File: config.mk
export PLATFORM = sky130hd
export DESIGN_NAME = double_ended_queue_unit
export DESIGN_NICKNAME = d
export VERILOG_FILES = /design/src/rtl/deq_pkg.sv /design/src/rtl/double_ended_queue_unit.sv
export SDC_FILE = /design/constraint.sdc
export NUM_CORES = 1
export LEC_CHECK = 0
export BUFFER_PORTS_ARGS = -buffer_cell sky130_fd_sc_hd__buf_2
export CAP_MARGIN = 30
export CORE_MARGIN = 5
export CORE_UTILIZATION = 44
export CTS_BUF_LIST = sky130_fd_sc_hd__clkbuf_4
export DETAILED_ROUTE_END_ITERATION = 6
export PLACE_DENSITY = 0.7
export SLEW_MARGIN = 20
export SYNTH_ARGS = -nofsm -noshare
export SYNTH_HDL_FRONTEND = slang
export SYNTH_SLANG_ARGS = --single-unit
File: constraint.sdc
create_clock -name clock -period 5.6 [get_ports clock]
set_input_delay 0.84 -clock clock [delete_from_list [all_inputs] [get_ports clock]]
set_output_delay 0.84 -clock clock [all_outputs]
set_load 0.02 [all_outputs]
File: src/rtl/deq_pkg.sv
// Shared types and operation codes for the double-ended queue unit.
// No dependencies; imported by double_ended_queue_unit.
package deq_pkg;

   localparam int WORD_W = 32;

   typedef logic signed [WORD_W-1:0] word_type;
   typedef logic [1:0]               opcode_type;

   // Request operation codes
   localparam opcode_type OP_PUSH_FRONT = 2'd0;
   localparam opcode_type OP_PUSH_BACK  = 2'd1;
   localparam opcode_type OP_REMOVE     = 2'd2;
   localparam opcode_type OP_DUMP       = 2'd3;

endpackage

File: src/rtl/double_ended_queue_unit.sv
// Bounded double-ended queue of signed words kept as a ring buffer in one
// synchronous memory, with a read-out sequencer for dumps.
// Depends on deq_pkg (types, operation codes).
//
//   channel | direction | handshake             | payload
//   req     | in        | req_valid / req_stall | req_opcode, req_value
//   rsp     | out       | rsp_valid / rsp_stall | rsp_value_res, rsp_backward,
//           |           |                       | rsp_empty_res, rsp_last
//
// Push and remove requests are taken back to back; only a dump stalls requests.
// A dump holds req_stall while it reads out two results per entry (one when empty);
// the memory's single read port delivers one result per cycle unless rsp_stall holds.
// rsp_stall freezes the read sequencer; the registered read data is the
// output stage. Reset clears the control registers only: storage is not
// cleared and needs no clearing pass.
module double_ended_queue_unit
   import deq_pkg::*;
#(
   parameter int DEPTH = 32
) (
   input  logic       clock,
   input  logic       reset,
   input  logic       req_valid,
   output logic       req_stall,
   input  opcode_type req_opcode,
   input  word_type   req_value,
   output logic       rsp_valid,
   input  logic       rsp_stall,
   output word_type   rsp_value_res,
   output logic       rsp_backward,
   output logic       rsp_empty_res,
   output logic       rsp_last
);

   localparam int IW = (DEPTH > 1) ? $clog2(DEPTH) : 1;
   localparam int CW = $clog2(DEPTH + 1);
   localparam logic [IW:0]   DEPTH_W   = (IW+1)'(DEPTH);
   localparam logic [IW-1:0] LAST_SLOT = IW'(DEPTH - 1);
   localparam logic [CW-1:0] FULL_CNT  = CW'(DEPTH);

   localparam logic ST_IDLE = 1'b0;
   localparam logic ST_DUMP = 1'b1;

   logic          state_ff, state_in;
   logic [IW-1:0] front_ff, front_in;
   logic [CW-1:0] count_ff, count_in;
   logic [IW-1:0] off_ff,   off_in;
   logic          bwd_ff,   bwd_in;

   logic          rsp_valid_ff, rsp_valid_in;
   logic          rsp_bwd_ff, rsp_empty_ff, rsp_last_ff;
   word_type      rd_data_ff;

   word_type      mem [DEPTH];

   logic          req_accept, issue, full, is_empty, off_is_end;
   logic [IW-1:0] slot_off, slot, front_dec, wr_addr;
   logic [IW:0]   slot_sum;
   logic          wr_en;

   assign req_stall  = (state_ff == ST_DUMP);
   assign req_accept = req_valid && !req_stall;
   assign full       = (count_ff == FULL_CNT);
   assign is_empty   = (count_ff == '0);
   assign off_is_end = (CW'(off_ff) == count_ff - CW'(1));

   // a read goes out when the output stage is free or being emptied
   assign issue = (state_ff == ST_DUMP) && (!rsp_valid_ff || !rsp_stall);

   // ring slot = front + offset, wrapped with one compare and subtract
   always_comb begin
      if (state_ff == ST_DUMP) begin
         slot_off = off_ff;
      end else if (req_opcode == OP_PUSH_BACK) begin
         slot_off = count_ff[IW-1:0];
      end else begin
         slot_off = IW'(1);
      end
      slot_sum = {1'b0, front_ff} + {1'b0, slot_off};
      if (slot_sum >= DEPTH_W) begin
         slot = IW'(slot_sum - DEPTH_W);
      end else begin
         slot = slot_sum[IW-1:0];
      end
   end

   assign front_dec = (front_ff == '0) ? LAST_SLOT : front_ff - IW'(1);

   assign wr_en   = req_accept && !full &&
                    ((req_opcode == OP_PUSH_FRONT) || (req_opcode == OP_PUSH_BACK));
   assign wr_addr = (req_opcode == OP_PUSH_FRONT) ? front_dec : slot;

   // pointer, count and sequencer next state
   always_comb begin
      state_in = state_ff;
      front_in = front_ff;
      count_in = count_ff;
      off_in   = off_ff;
      bwd_in   = bwd_ff;
      case (state_ff)
         ST_IDLE: begin
            if (req_accept) begin
               case (req_opcode)
                  OP_PUSH_FRONT: begin
                     if (!full) begin
                        front_in = front_dec;
                        count_in = count_ff + CW'(1);
                     end
                  end
                  OP_PUSH_BACK: begin
                     if (!full) begin
                        count_in = count_ff + CW'(1);
                     end
                  end
                  OP_REMOVE: begin
                     if (count_ff >= CW'(2)) begin
                        front_in = slot;
                        count_in = count_ff - CW'(2);
                     end else begin
                        count_in = '0;
                     end
                  end
                  default: begin
                     state_in = ST_DUMP;
                     off_in   = '0;
                     bwd_in   = 1'b0;
                  end
               endcase
            end
         end
         ST_DUMP: begin
            if (issue) begin
               if (is_empty) begin
                  state_in = ST_IDLE;
               end else if (!bwd_ff) begin
                  if (off_is_end) begin
                     bwd_in = 1'b1;
                  end else begin
                     off_in = off_ff + IW'(1);
                  end
               end else if (off_ff == '0) begin
                  state_in = ST_IDLE;
               end else begin
                  off_in = off_ff - IW'(1);
               end
            end
         end
         default: begin
            state_in = ST_IDLE;
         end
      endcase
   end

   assign rsp_valid_in = issue || (rsp_valid_ff && rsp_stall);

   // control registers
   always_ff @(posedge clock) begin
      if (reset) begin
         state_ff     <= ST_IDLE;
         front_ff     <= '0;
         count_ff     <= '0;
         off_ff       <= '0;
         bwd_ff       <= 1'b0;
         rsp_valid_ff <= 1'b0;
      end else begin
         state_ff     <= state_in;
         front_ff     <= front_in;
         count_ff     <= count_in;
         off_ff       <= off_in;
         bwd_ff       <= bwd_in;
         rsp_valid_ff <= rsp_valid_in;
      end
   end

   // storage: one write port, one registered read port
   always_ff @(posedge clock) begin
      if (wr_en) begin
         mem[wr_addr] <= req_value;
      end
      if (issue) begin
         rd_data_ff <= mem[slot];
      end
   end

   // result flags travel alongside the read data
   always_ff @(posedge clock) begin
      if (issue) begin
         rsp_bwd_ff   <= bwd_ff;
         rsp_empty_ff <= is_empty;
         rsp_last_ff  <= is_empty || (bwd_ff && (off_ff == '0));
      end
   end

   assign rsp_valid     = rsp_valid_ff;
   assign rsp_value_res = rsp_empty_ff ? word_type'(0) : rd_data_ff;
   assign rsp_backward  = rsp_bwd_ff;
   assign rsp_empty_res = rsp_empty_ff;
   assign rsp_last      = rsp_last_ff;

   // checks
   a_count_bound: assert property (@(posedge clock) disable iff (reset)
      count_ff <= FULL_CNT)
      else $error("entry count beyond depth");

   a_no_overwrite: assert property (@(posedge clock) disable iff (reset)
      !(issue && rsp_valid_ff && rsp_stall))
      else $error("read issued over a stalled result");

   a_empty_is_last: assert property (@(posedge clock) disable iff (reset)
      (rsp_valid && rsp_empty_res) |-> (rsp_last && !rsp_backward))
      else $error("empty result not a lone final result");

   a_dump_frozen: assert property (@(posedge clock) disable iff (reset)
      (state_ff == ST_DUMP && $past(state_ff == ST_DUMP))
         |-> ($stable(front_ff) && $stable(count_ff)))
      else $error("queue pointers moved during a dump");

endmodule

Yosys cells after proc, flatten, opt, wreduce, memory -nomap -nowiden:

Memory sizes are Yosys's and may differ from the RTL's. A register that Yosys moved wholly into a read port is not among the register bits.
Index checks and enable logic that the tools add are counted.

* memories kept: 1
* RAM bits: 1024
* output and inout port bits: 37
* input port bits: 38
* word-level logic and storage cells: 96
* flip-flop bits (word level): 22

* add/sub/neg operators: 8
* bitwise logic cells: 1
* muxes and demuxes: 36
* equal/unequal tests: 13
* reductions and logical operators: 26
* order comparisons: 2

Memories
* mem: words 32, bits a word 32, read ports 1, clocked after Yosys merged registers in 1, write ports 1, line double_ended_queue_unit.sv:54 `word_type mem [DEPTH];`

Operator list (number)
* 5-bit two-way mux: 14
* 32-bit two-way mux: 1
* 5-bit case mux with 2 select lines: 2
* 5-bit by 1-bit subtractor with 5-bit output (second input constant): 3
* 1-bit two-way mux: 14
* 6-bit two-way mux: 2
* 2-bit != test (second input constant): 6
* 6-bit case mux with 2 select lines: 1
* 5-bit zero test: 2
* 4-bit AND reduction: 2
* 5-bit by 5-bit adder with 6-bit output: 1
* 6-bit by 1-bit adder with 6-bit output (second input constant): 1
* 5-bit by 6-bit equality test with 1-bit output: 1
* 6-bit equality test (second input constant): 1
* 6-bit by 2-bit >= comparator with 1-bit output (second input constant): 1
* 6-bit >= comparator (second input constant): 1
* 1-bit logical AND: 6
* 6-bit zero test: 1
* 3-bit != test (second input constant): 2
* 6-bit AND reduction: 1
* 6-bit by 1-bit subtractor with 6-bit output (second input constant): 1
* 6-bit by 2-bit subtractor with 6-bit output (second input constant): 1
* 5-bit by 1-bit adder with 5-bit output (second input constant): 1
* 5-bit AND reduction: 1
* other kinds (11): 19

Longest topological paths before layout:

* word-level depth: 8
* depth in mapped cells: 12
* depth with buffers taken out: 9

Worst setup path after synthesis:

Ideal clock, no wire load.

* path type: input to register
* start point: input port req_opcode[1]
* end point: memory mem[11][0] (netlist name), enable pin
* stages: 12
* setup time: 0.461 ns
* buffers on the path: 4
* path slack: -0.268 ns
* data arrival time: 5.407 ns
* data required time: 5.139 ns
* cell sequence: clkbuf_1 > nor2b_1 > a21oi_1 > ha_1 > fa_1 > clkbuf_1 > buf_2 > o21ai_0 > o21a_1 > or3_1 > clkbuf_1 > nor3_1

* cells in the longest elaborated chain, start to end: 7
* elaborated cells on any way between the ends: 13
* those cells by class: add/sub (2); order compare (1); eq/ne (1); mux (6); reduce/logical (3)

Ends and longest elaborated chain
* start: declaration: line double_ended_queue_unit.sv:25 `input opcode_type req_opcode,`
* 2-bit by 1-bit equality test with 1-bit output: line double_ended_queue_unit.sv:74, double_ended_queue_unit.sv:90
* 5-bit two-way mux: line double_ended_queue_unit.sv:74 `end else if (req_opcode == OP_PUSH_BACK) begin`
* 5-bit two-way mux: line double_ended_queue_unit.sv:72 `if (state_ff == ST_DUMP) begin`
* 5-bit by 5-bit adder with 6-bit output: line double_ended_queue_unit.sv:79 `slot_sum = {1'b0, front_ff} + {1'b0, slot_off};`
* 5-bit by 1-bit subtractor with 5-bit output or 6-bit >= comparator (tied branches): line double_ended_queue_unit.sv:81, double_ended_queue_unit.sv:80
* 5-bit two-way mux: line double_ended_queue_unit.sv:80 `if (slot_sum >= DEPTH_W) begin`
* 5-bit two-way mux: line double_ended_queue_unit.sv:91 `assign wr_addr = (req_opcode == OP_PUSH_FRONT) ? front_dec : slot;`
* end: declaration: line double_ended_queue_unit.sv:54

Parallel ways exist; a longest one is shown, timed or not.

Worst setup path in the final report:

* start point: register state_ff, in the netlist req_stall
* end point: memory mem[14][23] (netlist name), enable pin

* cells in the longest elaborated chain, start to end: 6
* elaborated cells on any way between the ends: 12
* those cells by class: add/sub (2); order compare (1); mux (5); reduce/logical (4)

Ends and longest elaborated chain
* start: declaration: line double_ended_queue_unit.sv:44 `logic state_ff, state_in;`
* start signal: assignment: line double_ended_queue_unit.sv:166 `state_ff <= state_in;`
* parallel branches: the longest is 6 deep, another holds 5-bit by 5-bit adder with 6-bit output

Several ways; the timed one is not identified.

==> flow_summary.ini <==
[run_status]
status = completed

[cells_and_area]
nets = 2276
syn_to_final_growth_pct = 13.24
post-route-util = 0.5005
n_fill_cell = 7733
stdcell_count = 3664
drive_above_1_share = 0.4247

[clock_network]
cts_tree = done
cts.clk_slew.worst_paths_ps = 60
postCtsSetupRepairBufs = 0
clock-root-buffer = clkbuf_4
cts.sinks = 1078
ctsLongestPathBuffers = 4
htree_levels = 5
cts-buffers-inserted = 283
insertion_delay_ps = 1100

[global_route]
antenna_found_initial = 5
grt_pass1_wl_um = 141800
grt-ovfl-total = 0
grtUsageTotal = 0.1868
grt_max_degree = 130
grt_pass1_vias = 22080

[routing]
wl_met3_um = 6550
via_per_inst = 5.638
drtIter0Drc = 1809
dr_wl_met2_um = 49580
detail-route-antenna-nets = 0
wl_per_cell_um = 26.12
wirelength_um = 95720
drcViolationCount = 0
dr_total_vias = 20660
drt_first_pass_iters = 5
met1_length_um = 37570
top_layer_used = met4

[sta]
maxSlewHeadroom = 0.3166
timing.hold.ws_ps = 218.0
drv_slew = 0
fmax_ghz = 0.2239
min_period_over_period = 0.7974
setup_violations = 0
clock_skew_ps = 78.52
rsz0062_at_grt = no
worstMarginPinSlew_ps = 1025
fin_crit_ps = 4466
finalHoldViolCount = 0
final.setup.tns_ps = 0

[yosys]
ys_top_cells_by_count = 1059 x edfxtp_1, 284 x mux4_2, 129 x mux2_2
synth_most_common_cell = edfxtp_1
async_reset_ff_frac = 0
synth.distinct_cells = 58
avgSynthCellArea_um2 = 22.58
synth_area_leaders = edfxtp_1 75%, mux4_2 15%, mux2_2 3.4%
yosysTopAreaCell = edfxtp_1
synth_ff_type = edfxtp_1
netlist_instances = 1888
seq_area_frac_synth = 0.7550
synth_fp_nets = 1944
synth-edff-count = 1059
ys_seq_elements = 1078
yosysWarnings = 0
synthesis.area_um2 = 42620
synth_top_cell_area_share = 0.7461

[worst_setup_path]
start_kind = flop
crit_end = mem[14][23]
crit_path_end_kind = flop
rr_startpoint = req_stall
required_ps = 6340
cp.arrival_ps = 5210
crit_path_start = req_stall
r2r_end = mem[14][23]
rr_worst_depth = 10
rrSetupSlack_ps = 1130
critPathKind = reg -> reg
crit_fanout = 19

[floorplan]
core_area_um2 = 96420
die-area_um2 = 103200
die_h_um = 321.2
die_w_um = 321.2
num_rows = 114
start_util = 0.4420
io_pins = 75

[power]
powerDensity_nw_per_um2 = 346.0
power_leakage_nw = 15.51
peakVddDrop_mv = 0.1677
finalPower_mw = 16.70

[place]
gp_congestion = 0.7741
dp_hpwl_um = 50020
dp.cells = 3210
io_buffers = 74

[min_path]
min_path_cells = 3
hp-class = in -> reg

[flow_run]
maxCapViolCount = 0
## layer usage
layer | track usage | up-vias
li1 | - | 8781
met1 | 0.2399 | 10930
met2 | 0.3198 | 821
met3 | 0.04216 | 124
met4 | 0.05954 | 0
met5 | 0 | -
## layout by cell type, fill, tap and decap left out, types with 16 or more instances in the layout
| cell type | n |
|---|---|
| a21oi_1 | 21 |
| buf_12 | 18 |
| buf_2 | 74 |
| buf_4 | 54 |
| clkbuf_4 | 393 |
| clkinv_1 | 44 |
| dfxtp_1 | 19 |
| edfxtp_1 | 1059 |
| mux2_2 | 129 |
| mux4_2 | 284 |
| nand2_1 | 26 |
| nor2_1 | 17 |
| nor2b_1 | 39 |
| nor3_2 | 16 |
## worst min-delay path by stage
stage | startpoint | to | slack (ps)
after detailed placement | rsp_valid | rsp_valid | 510
after global placement | rsp_valid | rsp_valid | 490
after global routing | req_value[7] | mem[30][7] | 160
after floorplan | front_ff[1] | front_ff[1] | 490
after CTS | req_opcode[0] | req_stall | 90
final | req_opcode[0] | req_stall | 220
## sequential cells by signal (all words and copies together) (netlist names), 5 cells and up
signal,flops
rd_data_ff,32
off_ff,5
front_ff,5
count_ff,6
mem,1024
## layout make-up
| type | instances | area, um2 | share of cell area |
|---|---|---|---|
| Inverter | 9 | 33.78 | 0.0007000 |
| Tap cell | 1276 | 1597 | 0.03308 |
| Clock buffer | 393 | 2950 | 0.06113 |
| Sequential cell | 1078 | 32180 | 0.6668 |
| Timing Repair Buffer | 147 | 1146 | 0.02375 |
| Antenna cell | 3 | 7.507 | 0.0001555 |
| Multi-Input combinational cell | 701 | 10100 | 0.2093 |
| Clock inverter | 57 | 247.7 | 0.005133 |
## power by group
part           internal, mW  switching (mW)  total, mW  leakage (nW)
clock network          3.25            2.92       6.17          1.94
registers              8.95          0.0263       8.98          9.68
logic                 0.766           0.789       1.56          3.88
## what timing repair did
item / CTS / global route
hold buffers: 1 / 0
endpoints found under the hold margin: 1 / 0
resized for setup: 0 / 0
## worst max-delay path: stages (launching register included)
cell,delay [ps]
dfxtp_1,680
nor2b_1,290
a21oi_1,100
ha_4,190
fa_4,920
o21ai_0,170
o21a_1,150
nor2_1,100
nand2_1,380
nor3_4,920
buf_12,250
## kinds of logic (layout without fill, tap and decap cells)
logic type | Yosys count | in the layout | share of synthesized area
AOI/OAI and AO/OA | 70 | 70 | 0.01069
muxes | 426 | 426 | 0.1887
and+or+nand+nor | 174 | 174 | 0.02208
xor gates and xnor gates | 13 | 13 | 0.002671
adders and majority gates | 18 | 18 | 0.005636
buffers and inverters | 109 | 606 | 0.01518
other | 0 | 3 | 0
DFF | 1078 | 1078 | 0.7550
## metrics by stage
step | instance area [um2] | setup WS, ps
3_3_place_gp | 45050 | 677.0
2_1_floorplan | 42680 | -268.2
6_report | 48260 | 1134
4_1_cts | 48260 | 1111
3_5_place_dp | 45050 | 732.9
5_1_grt | 48260 | 939.0
Note: power is estimated with default switching activity, not from simulation.
